`config.mk`:
```
export PLATFORM = sky130hd
export DESIGN_NAME = multilevel_queue_scheduler_unit
export DESIGN_NICKNAME = d
export VERILOG_FILES = /design/src/hw/rtl/mlqs_pkg.sv /design/src/hw/rtl/multilevel_queue_scheduler_unit.sv /design/src/hw/rtl/mlqs_table.sv /design/src/hw/rtl/mlqs_eval.sv
export SDC_FILE = /design/constraint.sdc
export NUM_CORES = 1
export LEC_CHECK = 0
export BUFFER_PORTS_ARGS = -buffer_cell sky130_fd_sc_hd__buf_2
export CAP_MARGIN = 30
export CORE_MARGIN = 8
export CORE_UTILIZATION = 61
export CTS_CLUSTER_DIAMETER = 60
export DETAILED_ROUTE_END_ITERATION = 8
export GPL_ROUTABILITY_DRIVEN = 0
export PLACE_DENSITY = 0.88
export SLEW_MARGIN = 20
export SYNTH_ARGS = -nofsm -noshare
export SYNTH_HDL_FRONTEND = slang
export SYNTH_SLANG_ARGS = --single-unit
export TNS_END_PERCENT = 10
```
`constraint.sdc`:
```
create_clock -name clk -period 6.4 [get_ports clk]
set_input_delay 1.6 -clock clk [delete_from_list [all_inputs] [get_ports clk]]
set_output_delay 1.6 -clock clk [all_outputs]
set_load 0.05 [all_outputs]
```
`src/hw/rtl/mlqs_pkg.sv`:
```
// Shared types and constants for the multilevel queue scheduler.
package mlqs_pkg;

  localparam int MAX_PROCS = 16;
  localparam int IDX_W     = (MAX_PROCS > 1) ? $clog2(MAX_PROCS) : 1;
  localparam int CNT_W     = $clog2(MAX_PROCS + 1);

  localparam int KIND_W    = 2;
  localparam int TAG_W     = 8;
  localparam int LVL_W     = 2;
  localparam int PRIO_W    = 8;
  localparam int BURST_W   = 16;
  localparam int CLK_W     = 20;
  localparam int QUANT_W   = 8;

  localparam logic [QUANT_W-1:0] QUANT_RESET = QUANT_W'(4);

  typedef enum logic [KIND_W-1:0] {
    KIND_LOAD  = 2'd0,
    KIND_NEXT  = 2'd1,
    KIND_CLEAR = 2'd2,
    KIND_NONE  = 2'd3
  } kind_t;

  typedef enum logic [LVL_W-1:0] {
    LVL_IDLE = 2'd0,
    LVL_RR   = 2'd1,
    LVL_PRIO = 2'd2,
    LVL_FCFS = 2'd3
  } level_t;

  // One job table entry, including its remaining burst.
  typedef struct packed {
    logic [TAG_W-1:0]   tag;
    level_t             level;
    logic [PRIO_W-1:0]  prio;
    logic [BURST_W-1:0] remaining;
  } entry_t;

  // Control from the sequencer to the candidate evaluator.
  typedef struct packed {
    logic             start;
    logic             sample;
    logic [IDX_W-1:0] idx;
    logic [IDX_W-1:0] rr;
  } eval_ctrl_t;

  // Winners of one table scan, one per level.
  typedef struct packed {
    logic             l1_found;
    logic [IDX_W-1:0] l1_idx;
    logic             l2_found;
    logic [IDX_W-1:0] l2_idx;
    logic             l3_found;
    logic [IDX_W-1:0] l3_idx;
  } pick_t;

  typedef enum logic [2:0] {
    ST_IDLE,
    ST_SCAN,
    ST_DRAIN,
    ST_DECIDE,
    ST_SERVE,
    ST_DONE
  } state_t;

endpackage

```
`src/hw/rtl/multilevel_queue_scheduler_unit.sv`:
```
// Top level of the multilevel queue scheduler: sequencer, clock and output register.
//
//   Channel  Direction  Handshake          Contents
//   in_      slave      tvalid/tready      tuser: kind; tdata: job fields
//   out_     master     tvalid/tready      tuser: all_done; tdata: slice fields
//   cfg_     write      wr_en (no wait)    wr_data: quantum
//
// A load, clear or unused kind is handled in the idle state. A slice request
// reads the job table memory one entry per cycle through its single read
// port while the evaluator updates the per-level winners; after a drain
// state, the decide state picks the winner and the serve state updates it.
// With an empty table a request goes straight to the decide state. The
// result waits in the output register; a new word is accepted while it
// waits, but a slice is only committed once the output register is free.
// Reset (rst_n low, synchronous) empties the table, zeroes the clock and
// the round robin pointer and sets the quantum to 4.
module multilevel_queue_scheduler_unit (
  input  logic        clk,
  input  logic        rst_n,

  input  logic        in_tvalid,
  output logic        in_tready,
  // [7:0] job_tag, [9:8] job_level, [17:10] job_priority, [33:18] burst_length
  input  logic [39:0] in_tdata,
  // [1:0] kind
  input  logic [1:0]  in_tuser,

  output logic        out_tvalid,
  input  logic        out_tready,
  // [1:0] served_level, [9:2] served_tag, [17:10] served_priority,
  // [37:18] slice_start, [57:38] slice_end
  output logic [63:0] out_tdata,
  // [0] all_done
  output logic        out_tuser,

  input  logic        cfg_wr_en,
  input  logic [7:0]  cfg_wr_data
);

  // Sequencer state and bookkeeping.
  mlqs_pkg::state_t                state_r, state_nxt;
  logic [mlqs_pkg::CNT_W-1:0]      count_r, count_nxt;
  logic [mlqs_pkg::CLK_W-1:0]      clock_r, clock_nxt;
  logic [mlqs_pkg::IDX_W-1:0]      rr_r, rr_nxt;
  logic [mlqs_pkg::QUANT_W-1:0]    quantum_r;
  logic [mlqs_pkg::IDX_W-1:0]      scan_idx_r, scan_idx_nxt;
  logic                            rd_valid_r;
  logic [mlqs_pkg::IDX_W-1:0]      rd_idx_r;
  logic [mlqs_pkg::IDX_W-1:0]      sel_idx_r, sel_idx_nxt;
  logic                            sel_rr_r, sel_rr_nxt;

  // Output register.
  logic                            out_valid_r, out_valid_nxt;
  mlqs_pkg::level_t                out_level_r, out_level_nxt;
  logic [mlqs_pkg::TAG_W-1:0]      out_tag_r, out_tag_nxt;
  logic [mlqs_pkg::PRIO_W-1:0]     out_prio_r, out_prio_nxt;
  logic [mlqs_pkg::CLK_W-1:0]      out_start_r, out_start_nxt;
  logic [mlqs_pkg::CLK_W-1:0]      out_end_r, out_end_nxt;
  logic                            out_done_r, out_done_nxt;

  // Input word fields.
  mlqs_pkg::kind_t                 in_kind;
  mlqs_pkg::entry_t                in_entry;
  logic                            in_accept;

  // Table and evaluator connections.
  logic                            tbl_wr_en;
  logic [mlqs_pkg::IDX_W-1:0]      tbl_wr_addr;
  mlqs_pkg::entry_t                tbl_wr_data;
  logic [mlqs_pkg::IDX_W-1:0]      tbl_rd_addr;
  mlqs_pkg::entry_t                tbl_rd_data;
  mlqs_pkg::eval_ctrl_t            ev_ctrl;
  mlqs_pkg::pick_t                 pick;

  // Helpers.
  logic                            slot_free;
  logic                            any_found;
  logic [mlqs_pkg::IDX_W-1:0]      pick_idx;
  logic                            rr_wrap;
  logic [mlqs_pkg::CNT_W-1:0]      scan_last;
  logic [mlqs_pkg::BURST_W-1:0]    quant_eff;
  logic [mlqs_pkg::BURST_W-1:0]    amount;
  logic [mlqs_pkg::CNT_W-1:0]      sel_plus;
  logic                            serve_go;

  assign in_kind            = mlqs_pkg::kind_t'(in_tuser);
  assign in_entry.tag       = in_tdata[7:0];
  assign in_entry.level     = mlqs_pkg::level_t'(in_tdata[9:8]);
  assign in_entry.prio      = in_tdata[17:10];
  assign in_entry.remaining = in_tdata[33:18];

  assign in_tready = (state_r == mlqs_pkg::ST_IDLE);
  assign in_accept = in_tvalid && in_tready;
  assign slot_free = !out_valid_r || out_tready;

  // The round robin pointer falls back to zero once it points past the table.
  assign rr_wrap   = ({1'b0, rr_r} >= count_r);
  assign scan_last = count_r - mlqs_pkg::CNT_W'(1);

  // Level one wins over level two, which wins over level three.
  assign any_found = pick.l1_found || pick.l2_found || pick.l3_found;
  assign pick_idx  = pick.l1_found ? pick.l1_idx :
                     pick.l2_found ? pick.l2_idx : pick.l3_idx;

  // Slice length: for round robin the quantum (zero acts as one) capped by the remaining burst, else the whole burst.
  assign quant_eff = (quantum_r == '0) ? mlqs_pkg::BURST_W'(1)
                                       : mlqs_pkg::BURST_W'(quantum_r);
  assign amount    = (sel_rr_r && (tbl_rd_data.remaining > quant_eff)) ? quant_eff
                                                                      : tbl_rd_data.remaining;
  assign sel_plus  = mlqs_pkg::CNT_W'(sel_idx_r) + mlqs_pkg::CNT_W'(1);
  // The serve commit is the only point where the table and the clock move together.
  assign serve_go  = (state_r == mlqs_pkg::ST_SERVE) && slot_free;

  mlqs_table u_table (
    .clk     (clk),
    .wr_en   (tbl_wr_en),
    .wr_addr (tbl_wr_addr),
    .wr_data (tbl_wr_data),
    .rd_addr (tbl_rd_addr),
    .rd_data (tbl_rd_data)
  );

  mlqs_eval u_eval (
    .clk   (clk),
    .rst_n (rst_n),
    .ctrl  (ev_ctrl),
    .entry (tbl_rd_data),
    .pick  (pick)
  );

  // Next state.
  always_comb begin
    state_nxt = state_r;
    case (state_r)
      mlqs_pkg::ST_IDLE: begin
        if (in_accept && (in_kind == mlqs_pkg::KIND_NEXT)) begin
          state_nxt = (count_r == '0) ? mlqs_pkg::ST_DECIDE : mlqs_pkg::ST_SCAN;
        end
      end
      mlqs_pkg::ST_SCAN: begin
        if (mlqs_pkg::CNT_W'(scan_idx_r) == scan_last) begin
          state_nxt = mlqs_pkg::ST_DRAIN;
        end
      end
      mlqs_pkg::ST_DRAIN: begin
        state_nxt = mlqs_pkg::ST_DECIDE;
      end
      mlqs_pkg::ST_DECIDE: begin
        state_nxt = any_found ? mlqs_pkg::ST_SERVE : mlqs_pkg::ST_DONE;
      end
      mlqs_pkg::ST_SERVE: begin
        if (slot_free) begin
          state_nxt = mlqs_pkg::ST_IDLE;
        end
      end
      mlqs_pkg::ST_DONE: begin
        if (slot_free) begin
          state_nxt = mlqs_pkg::ST_IDLE;
        end
      end
      default: begin
        state_nxt = mlqs_pkg::ST_IDLE;
      end
    endcase
  end

  // Control outputs to the table and the evaluator.
  always_comb begin
    tbl_wr_en           = 1'b0;
    tbl_wr_addr         = sel_idx_r;
    tbl_wr_data         = tbl_rd_data;
    tbl_wr_data.remaining = tbl_rd_data.remaining - amount;
    tbl_rd_addr         = sel_idx_r;
    ev_ctrl.start       = 1'b0;
    ev_ctrl.sample      = rd_valid_r;
    ev_ctrl.idx         = rd_idx_r;
    ev_ctrl.rr          = rr_r;
    case (state_r)
      mlqs_pkg::ST_IDLE: begin
        ev_ctrl.start = in_accept && (in_kind == mlqs_pkg::KIND_NEXT);
        if (in_accept && (in_kind == mlqs_pkg::KIND_LOAD)
            && (count_r < mlqs_pkg::CNT_W'(mlqs_pkg::MAX_PROCS))) begin
          tbl_wr_en   = 1'b1;
          tbl_wr_addr = mlqs_pkg::IDX_W'(count_r);
          tbl_wr_data = in_entry;
        end
      end
      mlqs_pkg::ST_SCAN: begin
        tbl_rd_addr = scan_idx_r;
      end
      mlqs_pkg::ST_DECIDE: begin
        tbl_rd_addr = pick_idx;
      end
      mlqs_pkg::ST_SERVE: begin
        tbl_wr_en = serve_go;
      end
      default: begin
        tbl_wr_en = 1'b0;
      end
    endcase
  end

  // Datapath next values.
  always_comb begin
    count_nxt     = count_r;
    clock_nxt     = clock_r;
    rr_nxt        = rr_r;
    scan_idx_nxt  = scan_idx_r;
    sel_idx_nxt   = sel_idx_r;
    sel_rr_nxt    = sel_rr_r;
    out_valid_nxt = out_valid_r && !out_tready;
    out_level_nxt = out_level_r;
    out_tag_nxt   = out_tag_r;
    out_prio_nxt  = out_prio_r;
    out_start_nxt = out_start_r;
    out_end_nxt   = out_end_r;
    out_done_nxt  = out_done_r;

    case (state_r)
      mlqs_pkg::ST_IDLE: begin
        if (in_accept) begin
          case (in_kind)
            mlqs_pkg::KIND_LOAD: begin
              if (count_r < mlqs_pkg::CNT_W'(mlqs_pkg::MAX_PROCS)) begin
                count_nxt = count_r + mlqs_pkg::CNT_W'(1);
              end
            end
            mlqs_pkg::KIND_NEXT: begin
              scan_idx_nxt = '0;
              if (rr_wrap) begin
                rr_nxt = '0;
              end
            end
            mlqs_pkg::KIND_CLEAR: begin
              count_nxt = '0;
              clock_nxt = '0;
              rr_nxt    = '0;
            end
            default: begin
              count_nxt = count_r;
            end
          endcase
        end
      end
      mlqs_pkg::ST_SCAN: begin
        scan_idx_nxt = scan_idx_r + mlqs_pkg::IDX_W'(1);
      end
      mlqs_pkg::ST_DECIDE: begin
        sel_idx_nxt = pick_idx;
        sel_rr_nxt  = pick.l1_found;
      end
      mlqs_pkg::ST_SERVE: begin
        if (slot_free) begin
          clock_nxt     = clock_r + mlqs_pkg::CLK_W'(amount);
          out_valid_nxt = 1'b1;
          out_level_nxt = tbl_rd_data.level;
          out_tag_nxt   = tbl_rd_data.tag;
          out_prio_nxt  = tbl_rd_data.prio;
          out_start_nxt = clock_r;
          out_end_nxt   = clock_r + mlqs_pkg::CLK_W'(amount);
          out_done_nxt  = 1'b0;
          if (sel_rr_r) begin
            rr_nxt = (sel_plus >= count_r) ? '0 : mlqs_pkg::IDX_W'(sel_plus);
          end
        end
      end
      mlqs_pkg::ST_DONE: begin
        if (slot_free) begin
          out_valid_nxt = 1'b1;
          out_level_nxt = mlqs_pkg::LVL_IDLE;
          out_tag_nxt   = '0;
          out_prio_nxt  = '0;
          out_start_nxt = clock_r;
          out_end_nxt   = clock_r;
          out_done_nxt  = 1'b1;
        end
      end
      default: begin
        count_nxt = count_r;
      end
    endcase
  end

  always_ff @(posedge clk) begin
    if (!rst_n) begin
      state_r     <= mlqs_pkg::ST_IDLE;
      count_r     <= '0;
      clock_r     <= '0;
      rr_r        <= '0;
      quantum_r   <= mlqs_pkg::QUANT_RESET;
      rd_valid_r  <= 1'b0;
      out_valid_r <= 1'b0;
    end else begin
      state_r     <= state_nxt;
      count_r     <= count_nxt;
      clock_r     <= clock_nxt;
      rr_r        <= rr_nxt;
      rd_valid_r  <= (state_r == mlqs_pkg::ST_SCAN);
      out_valid_r <= out_valid_nxt;
      if (cfg_wr_en) begin
        quantum_r <= cfg_wr_data;
      end
    end
  end

  always_ff @(posedge clk) begin
    scan_idx_r  <= scan_idx_nxt;
    rd_idx_r    <= scan_idx_r;
    sel_idx_r   <= sel_idx_nxt;
    sel_rr_r    <= sel_rr_nxt;
    out_level_r <= out_level_nxt;
    out_tag_r   <= out_tag_nxt;
    out_prio_r  <= out_prio_nxt;
    out_start_r <= out_start_nxt;
    out_end_r   <= out_end_nxt;
    out_done_r  <= out_done_nxt;
  end

  assign out_tvalid = out_valid_r;
  assign out_tuser  = out_done_r;
  assign out_tdata  = {6'b0, out_end_r, out_start_r, out_prio_r, out_tag_r, out_level_r};

endmodule

```
`src/hw/rtl/mlqs_table.sv`:
```
// Job table memory: one write port, one registered read port.
module mlqs_table (
  input  logic                        clk,
  input  logic                        wr_en,
  input  logic [mlqs_pkg::IDX_W-1:0]  wr_addr,
  input  mlqs_pkg::entry_t            wr_data,
  input  logic [mlqs_pkg::IDX_W-1:0]  rd_addr,
  output mlqs_pkg::entry_t            rd_data
);

  mlqs_pkg::entry_t mem [0:mlqs_pkg::MAX_PROCS-1];
  mlqs_pkg::entry_t rd_data_r;

  always_ff @(posedge clk) begin
    if (wr_en) begin
      mem[wr_addr] <= wr_data;
    end
  end

  always_ff @(posedge clk) begin
    rd_data_r <= mem[rd_addr];
  end

  assign rd_data = rd_data_r;

endmodule

```
`src/hw/rtl/mlqs_eval.sv`:
```
// Candidate evaluator: looks at one table entry per cycle and keeps the winner of each level.
module mlqs_eval (
  input  logic                   clk,
  input  logic                   rst_n,
  input  mlqs_pkg::eval_ctrl_t   ctrl,
  input  mlqs_pkg::entry_t       entry,
  output mlqs_pkg::pick_t        pick
);

  // Round robin keeps two candidates: first at or after the pointer, and first overall.
  logic                         l1a_found_r, l1a_found_nxt;
  logic [mlqs_pkg::IDX_W-1:0]   l1a_idx_r, l1a_idx_nxt;
  logic                         l1b_found_r, l1b_found_nxt;
  logic [mlqs_pkg::IDX_W-1:0]   l1b_idx_r, l1b_idx_nxt;
  logic                         l2_found_r, l2_found_nxt;
  logic [mlqs_pkg::IDX_W-1:0]   l2_idx_r, l2_idx_nxt;
  logic [mlqs_pkg::PRIO_W-1:0]  l2_prio_r, l2_prio_nxt;
  logic                         l3_found_r, l3_found_nxt;
  logic [mlqs_pkg::IDX_W-1:0]   l3_idx_r, l3_idx_nxt;

  logic live;
  logic pend1;
  logic pend2;
  logic pend3;

  always_comb begin
    live  = (entry.remaining != '0);
    pend1 = live && (entry.level == mlqs_pkg::LVL_RR);
    pend2 = live && (entry.level == mlqs_pkg::LVL_PRIO);
    pend3 = live && (entry.level == mlqs_pkg::LVL_FCFS);

    l1a_found_nxt = l1a_found_r;
    l1a_idx_nxt   = l1a_idx_r;
    l1b_found_nxt = l1b_found_r;
    l1b_idx_nxt   = l1b_idx_r;
    l2_found_nxt  = l2_found_r;
    l2_idx_nxt    = l2_idx_r;
    l2_prio_nxt   = l2_prio_r;
    l3_found_nxt  = l3_found_r;
    l3_idx_nxt    = l3_idx_r;

    if (ctrl.start) begin
      l1a_found_nxt = 1'b0;
      l1b_found_nxt = 1'b0;
      l2_found_nxt  = 1'b0;
      l3_found_nxt  = 1'b0;
    end else if (ctrl.sample) begin
      if (pend1 && !l1a_found_r && (ctrl.idx >= ctrl.rr)) begin
        l1a_found_nxt = 1'b1;
        l1a_idx_nxt   = ctrl.idx;
      end
      if (pend1 && !l1b_found_r) begin
        l1b_found_nxt = 1'b1;
        l1b_idx_nxt   = ctrl.idx;
      end
      // Strict less-than keeps the lower index on a priority tie.
      if (pend2 && (!l2_found_r || (entry.prio < l2_prio_r))) begin
        l2_found_nxt = 1'b1;
        l2_idx_nxt   = ctrl.idx;
        l2_prio_nxt  = entry.prio;
      end
      if (pend3 && !l3_found_r) begin
        l3_found_nxt = 1'b1;
        l3_idx_nxt   = ctrl.idx;
      end
    end
  end

  always_ff @(posedge clk) begin
    if (!rst_n) begin
      l1a_found_r <= 1'b0;
      l1b_found_r <= 1'b0;
      l2_found_r  <= 1'b0;
      l3_found_r  <= 1'b0;
    end else begin
      l1a_found_r <= l1a_found_nxt;
      l1b_found_r <= l1b_found_nxt;
      l2_found_r  <= l2_found_nxt;
      l3_found_r  <= l3_found_nxt;
    end
  end

  always_ff @(posedge clk) begin
    l1a_idx_r <= l1a_idx_nxt;
    l1b_idx_r <= l1b_idx_nxt;
    l2_idx_r  <= l2_idx_nxt;
    l2_prio_r <= l2_prio_nxt;
    l3_idx_r  <= l3_idx_nxt;
  end

  always_comb begin
    pick.l1_found = l1a_found_r || l1b_found_r;
    pick.l1_idx   = l1a_found_r ? l1a_idx_r : l1b_idx_r;
    pick.l2_found = l2_found_r;
    pick.l2_idx   = l2_idx_r;
    pick.l3_found = l3_found_r;
    pick.l3_idx   = l3_idx_r;
  end

endmodule

```
* Yosys cells after proc, flatten, opt, wreduce, memory -nomap -nowiden *
Memories as Yosys holds them, arrays and structs flattened. A register that Yosys moved wholly into a read port is not among the register bits.
Cells that the tools add are included.

storage, ports and cells
  bits in registers = 142
  bits in writable memories = 544
  output and inout bits = 67
  word-level logic and storage cells = 168
  memories = 1

operators by class
  add/subtract/negate cells = 6
  magnitude comparators = 6
  eq/ne operators = 23
  muxes and demuxes = 52
  bitwise gates (word level) = 2
  reduce and logical (&&, ||, !) cells = 52

memories
  name         depth  width  rd ports  clocked after Yosys merged registers in  wr ports  line              text
  u_table.mem  16     34     1         1                                        1         mlqs_table.sv:11  mlqs_pkg::entry_t mem [0:mlqs_pkg::MAX_PROCS-1];

operators by type and width
  kind                                                             number
  20-bit 2-to-1 mux                                                4
  20-bit case mux with 2 select lines                              2
  34-bit 2-to-1 mux                                                2
  4-bit 2-to-1 mux                                                 12
  8-bit 2-to-1 mux                                                 4
  4-bit case mux with 2 select lines                               4
  8-bit case mux with 2 select lines                               2
  3-bit AND reduction                                              7
  20-bit by 16-bit adder with 20-bit output                        1
  16-bit by 8-bit > comparator with 1-bit output                   1
  16-bit 2-to-1 mux                                                1
  16-bit nonzero test                                              1
  16-bit subtractor                                                1
  1-bit logical AND                                                15
  3-bit case mux with 5 select lines                               1
  2-bit by 1-bit != test with 1-bit output, second input constant  6
  5-bit case mux with 2 select lines                               1
  2-bit AND reduction                                              5
  1-bit 2-to-1 mux                                                 9
  3-bit 2-to-1 mux                                                 3
  8-bit zero test                                                  1
  8-bit less-than comparator                                       1
  2-bit != test, second input constant                             4
  4-bit AND reduction                                              2
  other kinds (29)                                                 51

* Depth between registers and ports, before layout *
Gate-level depths: netlist (run 1).

  depth after elaboration = 8
  depth in mapped cells = 20
  depth with buffers taken out = 19

* Hierarchy *
A second synthesis (run 1) with hierarchy kept.

unflattened totals
  cells, all modules = 1748
  area, all modules = 29407.0 µm²

modules (own cells, without submodules)
  module                           instances  cells an instance  area an instance (µm²)  sequential area each (µm²)
  mlqs_table                       1          888                21076.5                 17016.3
  multilevel_queue_scheduler_unit  1          764                7054.3                  2962.8
  mlqs_eval                        1          96                 1276.2                  800.8

* Worst setup path after synthesis (run 1) *
Ideal clock, no wire load.

  path kind = register to register
  start point = register, netlist name u_table.rd_data[12]
  end point = memory u_table.mem[0][14] (netlist bit), data pin
  arrival time = 5.213 ns
  slack = 0.795 ns
  cell stages (with the launch flop) = 16
  buffers on the path = 2
  path through = dfxtp_1 > or4_1 > buf_2 > or3_1 > or3_1 > o311a_1 > buf_2 > o21ai_0 > ha_1 > inv_1 > fa_1 > a21oi_1 > o211ai_1 > o41ai_1 > a21oi_1 > o41ai_1

RTL lines
  what       line
  to (decl)  mlqs_table.sv:11

==> results.cfg, run 1 <==
[outcome]
outcome = finished with violations
failed_checks = design-rule violations

[floorplanning]
die_w_um = 236.5
core-area_um2 = 48440
ios = 122
die_y_um = 236.5
die_area_um2 = 55940
row_count = 81
initial_utilization = 0.6123

[yosys]
syn_area_um2 = 29660
synth_edf_count = 636
yosys_warnings = 0
synth_cells = 2058
synth_cell_type_count = 76
seq_area_frac_synth = 0.7006
synth_ff_type = edfxtp_1
synthArstFlopShare = 0
avgSynthCellArea_um2 = 14.41
synth-seq-cells = 720

[global_route]
use_met1 = 0.3187
gr-max-usage-layer = met2
grtUsageMet3 = 0.07208
antenna_found_initial = 6
grt_max_degree = 170
grt_usage = 0.2629
grt_pass1_vias = 19500
grt-ovfl-total = 0
met2_usage = 0.4264
grt_pass1_wl_um = 113200

[worst_hold_path]
hold_end = rr_r[0]$_SDFFE_PN0P_
hold_class = reg2reg
whs_path_depth = 2
hold_start = rr_r[0]$_SDFFE_PN0P_

[setup_path]
crit_path_start_kind = flop
crit_chain = or4_1 -> or3_1 -> or3_1 -> o311a_1 -> mux2_4 -> inv_2 -> ha_1 -> nor2b_1 -> o31ai_1 -> a21oi_1 -> o21ai_1 -> nand2_1 -> a32oi_1 -> a21oi_1 -> clkbuf_4
required_ns = 6.74
rrSetupSlack_ns = 1.01
reg2regPathDepth = 15
end_kind = flop
slowest_stage = or4_1
r2r-start = u_table.rd_data[10]$_DFF_P_
cp-startpoint = u_table.rd_data[10]$_DFF_P_
worstPathMaxFanout = 21
r2r-end = u_table.mem[7][15]$_DFFE_PP_
worstSetupPathType = reg2reg
arrival_ns = 5.73
critical-path-max-stage-delay_ns = 0.60

[layout]
nFillCells = 2862
area_growth_pct = 12.26
multi_input_area_um2 = 8295
fin_nets = 2289
regArea_um2 = 20780
fin_cells = 2856
drive_gt1_frac = 0.1452

[sta]
period_minus_slack_ns = 5.386
max_freq_mhz = 185.7
worst_slew_pin_slew_ns = 1.014
hold_viol_final = 0
skew_ns = 0.03234
max_slew_margin = 0.3208
tns_ns = 0
finalSetupViolCount = 0
fin_ws_ns = 1.014
fin_crit_sh = 0.8415
rsz0062_at_grt = false
maxSlewViolCount = 0

[detailed_routing]
via_per_inst = 6.870
drc_errors = 2
num_vias = 19620
antenna_left = 0
first_iter_violations = 2982
dr.pass1.iters = 8
wirelength_um = 77230
post_drt_wl_per_cell_um = 27.04

[cts]
cts-hold-fix-buffers = 0
clk_latency_ns = 0.63
cts_buffers = 70
cts_setup_buffers = 0
cts_root_buf = clkbuf_16
cts_buffer_depth = 3
clk_pin_slew_ns = 0.06
cts_tree = yes
cts_resized = 0
clock_sinks = 720
cts.htree.levels = 3

[run]
max_cap_violations = 0

[placement]
placedCellCount = 2717
place_ws_ns = 0.8817
io_buffers = 109
dp_hpwl_um = 41800

[pwr]
power.leakage_nw = 11.90
vdd_drop_max_uv = 207.2
p_total_mw = 11.51
p_per_area_nw_per_um2 = 345.8
placed cells by master (no fill, tap or decap), types with 10 or more instances in the layout:
cell / n
nand3_1: 16
o21ai_0: 39
nand2_1: 177
inv_1: 45
o22ai_1: 102
clkbuf_1: 18
and2_1: 23
a22oi_1: 12
a31oi_1: 10
a211oi_1: 104
mux2i_1: 153
xnor2_1: 18
nand2b_1: 19
xor2_1: 13
ha_1: 56
buf_2: 112
or4_1: 35
a21o_1: 16
dfxtp_1: 84
buf_4: 43
o211ai_1: 11
nor2_4: 17
a221oi_1: 34
edfxtp_1: 636
clkinv_1: 10
nor3_1: 13
a21oi_1: 73
clkbuf_16: 71
nor2_1: 51
nor2b_1: 32
critical path, delay by kind of cell (launching register included):
family,cells,cell delay [ns]
flops,1,0.36
buf+inv,2,0.34
fa+ha+maj,1,0.23
mux,1,0.43
simple gates,5,1.70
compound gates,6,2.05
stage by stage:
stage	cell area, µm²	hold slack [ns]	utilization
finish	33300	0.4888	0.6874
detailed placement	31000	0.4567	0.6399
CTS	33210	0.4903	0.6856
global route	33300	0.5011	0.6873
floorplan	29680	0.4064	-
global placement	30970	0.4528	0.6392
Yosys cell counts, types with 5 or more instances:
master	count	area share
a21boi_0	5	0.0013
nor2b_1	32	0.0067
and2_1	23	0.0049
buf_6	7	0.0027
o21ai_0	39	0.0066
ha_1	56	0.024
and3_1	7	0.0015
nor2_1	69	0.0087
o211ai_1	11	0.0028
nor3_1	14	0.0024
dfxtp_1	84	0.057
nand3_1	16	0.0027
xor2_1	13	0.0038
a31oi_1	10	0.0021
nand2_1	177	0.022
nor4_1	5	0.0011
inv_1	45	0.0057
a22o_1	7	0.0021
mux2i_1	153	0.052
edfxtp_1	636	0.64
o21a_1	6	0.0015
o22ai_1	102	0.022
buf_2	36	0.0061
a221oi_1	34	0.010
a21o_1	16	0.0040
a22oi_1	12	0.0030
nand2b_1	19	0.0040
inv_2	8	0.0010
a21oi_1	74	0.012
buf_4	12	0.0030
clkbuf_1	66	0.0084
nand4_1	9	0.0019
or2_2	5	0.0011
xnor2_1	18	0.0053
or4_1	35	0.0089
or3_1	10	0.0021
mux2_4	7	0.0035
a211oi_1	104	0.026
worst max-delay path by stage:
stage | to | slack, ns | depth (start not counted)
after global placement | u_table.mem[7][15]$_DFFE_PP_ | 1.11 | 13
after CTS | u_table.mem[12][15]$_DFFE_PP_ | 0.82 | 13
final | u_table.mem[7][15]$_DFFE_PP_ | 1.01 | 15
after floorplan | u_table.mem[0][14]$_DFFE_PP_ | 0.79 | 15
after global routing | u_table.mem[8][13]$_DFFE_PP_ | 0.66 | 15
after detailed placement | u_table.mem[6][15]$_DFFE_PP_ | 0.88 | 13
logic make-up (layout without fill, tap and decap cells):
group | Yosys count | after routing | synth area share
multiplexers | 164 | 164 | 0.05669
AND/OR/NAND/NOR | 440 | 440 | 0.07340
XOR/XNOR | 31 | 31 | 0.009154
other | 1 | 8 | 0.0001264
flip-flops | 720 | 720 | 0.7006
AO/OA/AOI/OAI | 468 | 468 | 0.1080
buffers and inverters | 176 | 345 | 0.02708
adder cells (fa/ha/maj) | 58 | 58 | 0.02497
per-layer routing:
| metal | part of all wire | vias up | wire length, µm |
|---|---|---|---|
| li1 | - | 8229 | - |
| met1 | 0.35 | 9470 | 26730 |
| met2 | 0.47 | 1597 | 36300 |
| met3 | 0.13 | 318 | 9894 |
| met4 | 0.055 | 6 | 4262 |
| met5 | 0.00044 | - | 34 |
flip-flops by register name (all words and copies together), names as in the netlist, 5 cells and up:
| signal | flops |
|---|---|
| u_table.mem | 544 |
| u_table.rd_data | 34 |
| clock_r | 20 |
| out_end_r | 20 |
| out_start_r | 20 |
| out_prio_r | 8 |
| out_tag_r | 8 |
| quantum_r | 8 |
| u_eval.l2_prio_r | 8 |
| count_r | 5 |
area by class of cell:
class | count | share of cell area
sequential | 720 | 0.6241
multi-input combinational | 1167 | 0.2491
clock buffer | 95 | 0.05787
timing repair buffer | 164 | 0.03077
tap | 622 | 0.02337
clock inverter | 33 | 0.008680
inverter | 53 | 0.005975
antenna | 2 | 0.0001503
power by group:
group / internal [mW] / switching [mW]
clock: 2.23 / 1.78
combinational: 0.522 / 1.18
sequential: 5.67 / 0.135
total: 8.42 / 3.10
Power figures use the tool's default switching activity.
==> run 2, diff against run 1 <==
Clock period 6.4 ns to 5.2 ns, I/O delays scaled along.
==> run 2 against run 1 <==
- the flow now finishes without violations
- utilization rose by 0.33 points
- register-to-register slack got worse by 0.68 ns
- global-route usage fell by 0.70 points
- sequential power rose by 23%
- total power rose by 22%
- sequential share of layout area fell by 0.30 points
- highest routed layer unchanged
- design area rose by 0.48%
- critical path type unchanged
- hold slack improved by 0.0060 ns
- fmax rose by 11%
- clock power rose by 21%
- largest cell class unchanged
==> results.cfg, run 2 (synthesis gave the netlist of run 1 again) <==
[placement]
placedCellCount = 2729
io_buffers = 109
dp_hpwl_um = 42520

[cts]
cts.htree.levels = 3
cts_tree = yes
clk_latency_ns = 0.60
cts_root_buf = clkbuf_16
cts_buffers = 68
clk_pin_slew_ns = 0.06
clock_sinks = 720
cts_buffer_depth = 3

[sta]
max_slew_margin = 0.3400
worst_slew_pin_slew_ns = 0.9900
skew_ns = 0.02260
maxSlewViolCount = 0
hold_viol_final = 0
tns_ns = 0
rsz0062_at_grt = false
period_minus_slack_ns = 4.861
fin_crit_sh = 0.9348
max_freq_mhz = 205.7
finalSetupViolCount = 0

[floorplanning]
core-area_um2 = 48440
die_y_um = 236.5
row_count = 81
die_area_um2 = 55940
ios = 122
die_w_um = 236.5
initial_utilization = 0.6123

[detailed_routing]
dr.pass1.iters = 6
via_per_inst = 6.749
first_iter_violations = 2671
drc_errors = 0
wirelength_um = 74360
num_vias = 19310
post_drt_wl_per_cell_um = 25.99
antenna_left = 0

[layout]
final_cell_mix = 636 x edfxtp_1, 177 x nand2_1, 153 x mux2i_1, 112 x buf_2, 104 x a211oi_1
largest_register_ffs = 544
mostFrequentLayoutCell = edfxtp_1
drive_gt1_frac = 0.1515
fin_cells = 2861
top_register = u_table.mem
area_growth_pct = 12.80
fin_nets = 2297

[worst_hold_path]
hold_class = reg2reg
whs_path_depth = 2
hold_end = u_eval.l3_found_r$_SDFFE_PP0P_
hold_start = u_eval.l3_found_r$_SDFFE_PP0P_

[pwr]
p_per_area_nw_per_um2 = 420.5
power.leakage_nw = 11.97
vdd_drop_max_uv = 257.2
p_total_mw = 14.07

[setup_path]
r2r-end = u_table.mem[5][10]$_DFFE_PP_
worstSetupPathType = reg2reg
r2r-start = u_table.rd_data[12]$_DFF_P_
reg2regPathDepth = 16
rrSetupSlack_ns = 0.34
arrival_ns = 5.18
required_ns = 5.52
end_kind = flop
worstPathMaxFanout = 20
crit_path_start_kind = flop

[global_route]
grt_max_degree = 111
grt_usage = 0.2559
grt-ovfl-total = 0
antenna_found_initial = 4
grt_pass1_wl_um = 110700
grt_pass1_vias = 19200

[outcome]
outcome = finished clean

[run]
max_cap_violations = 0
## run 2: cell type report
type / count / area, µm²
Antenna cell: 1 / 2.502
Multi-Input combinational cell: 1167 / 8329
Clock inverter: 37 / 340.3
Fill cell: 2912 / 14990
Inverter: 53 / 198.9
Tap cell: 622 / 778.2
Clock buffer: 87 / 1824
Timing Repair Buffer: 174 / 1205
Sequential cell: 720 / 20780
## run 2: report_power, final
part	switching [mW]	internal, mW	total [mW]
sequential	0.157	6.98	7.13
clock	2.13	2.71	4.84
combinational	1.44	0.650	2.09
## run 2: worst max-delay path by stage
stage                                    endpoint  slack, ns  cells after the start                         from
detailed placement   u_table.mem[10][9]$_DFFE_PP_       0.15                     15  u_table.rd_data[11]$_DFF_P_
floorplan            u_table.mem[0][14]$_DFFE_PP_       0.04                     15  u_table.rd_data[12]$_DFF_P_
CTS                   u_table.mem[1][9]$_DFFE_PP_       0.09                     15  u_table.rd_data[12]$_DFF_P_
global route         u_table.mem[9][12]$_DFFE_PP_       0.04                     18    quantum_r[4]$_SDFFE_PN0P_
global placement    u_table.mem[13][10]$_DFFE_PP_       0.07                     14  u_table.rd_data[12]$_DFF_P_
finish               u_table.mem[5][10]$_DFFE_PP_       0.34                     16  u_table.rd_data[12]$_DFF_P_
## run 2: worst max-delay path, cell delays in order, from the launching register on
cell and delay [ns]:
dfxtp_1 0.32, or4_1 0.57, or3_1 0.44, or3_1 0.39, o311a_1 0.15, buf_4 0.23, mux2_4 0.24, inv_2 0.06
fa_1 0.41, a21oi_1 0.22, o211ai_1 0.18, o41ai_1 0.29, buf_4 0.22, nand3_1 0.08, nor3b_1 0.36, o41ai_4 0.20
buf_2 0.23
## run 2: per-layer routing
metal	up-vias	global-route usage	wire length, µm
met5	-	0	27
met4	4	0.1275	3106
met3	256	0.06382	8632
met2	1390	0.4217	36210
met1	9407	0.3139	26380
li1	8252	-	-
## run 2: stage by stage
| stage | setup slack, ns | util | area, µm² | hold slack (ns) |
|---|---|---|---|---|
| finish | 0.3391 | 0.6907 | 33460 | 0.4948 |
| CTS | 0.09330 | 0.6889 | 33370 | 0.4899 |
| global route | 0.03873 | 0.6906 | 33460 | 0.5067 |
| global placement | 0.07059 | 0.6435 | 31170 | 0.4686 |
| floorplan | 0.03648 | - | 29690 | 0.4064 |
| detailed placement | 0.1492 | 0.6442 | 31210 | 0.4793 |
## run 2: what timing repair did
action                                  in CTS  in global routing
hold buffers                                 0                  0
buffers inserted                             0                  0
endpoints found under the setup margin       0                 62
endpoints found under the hold margin        0                  0
resized for setup                            0                  5
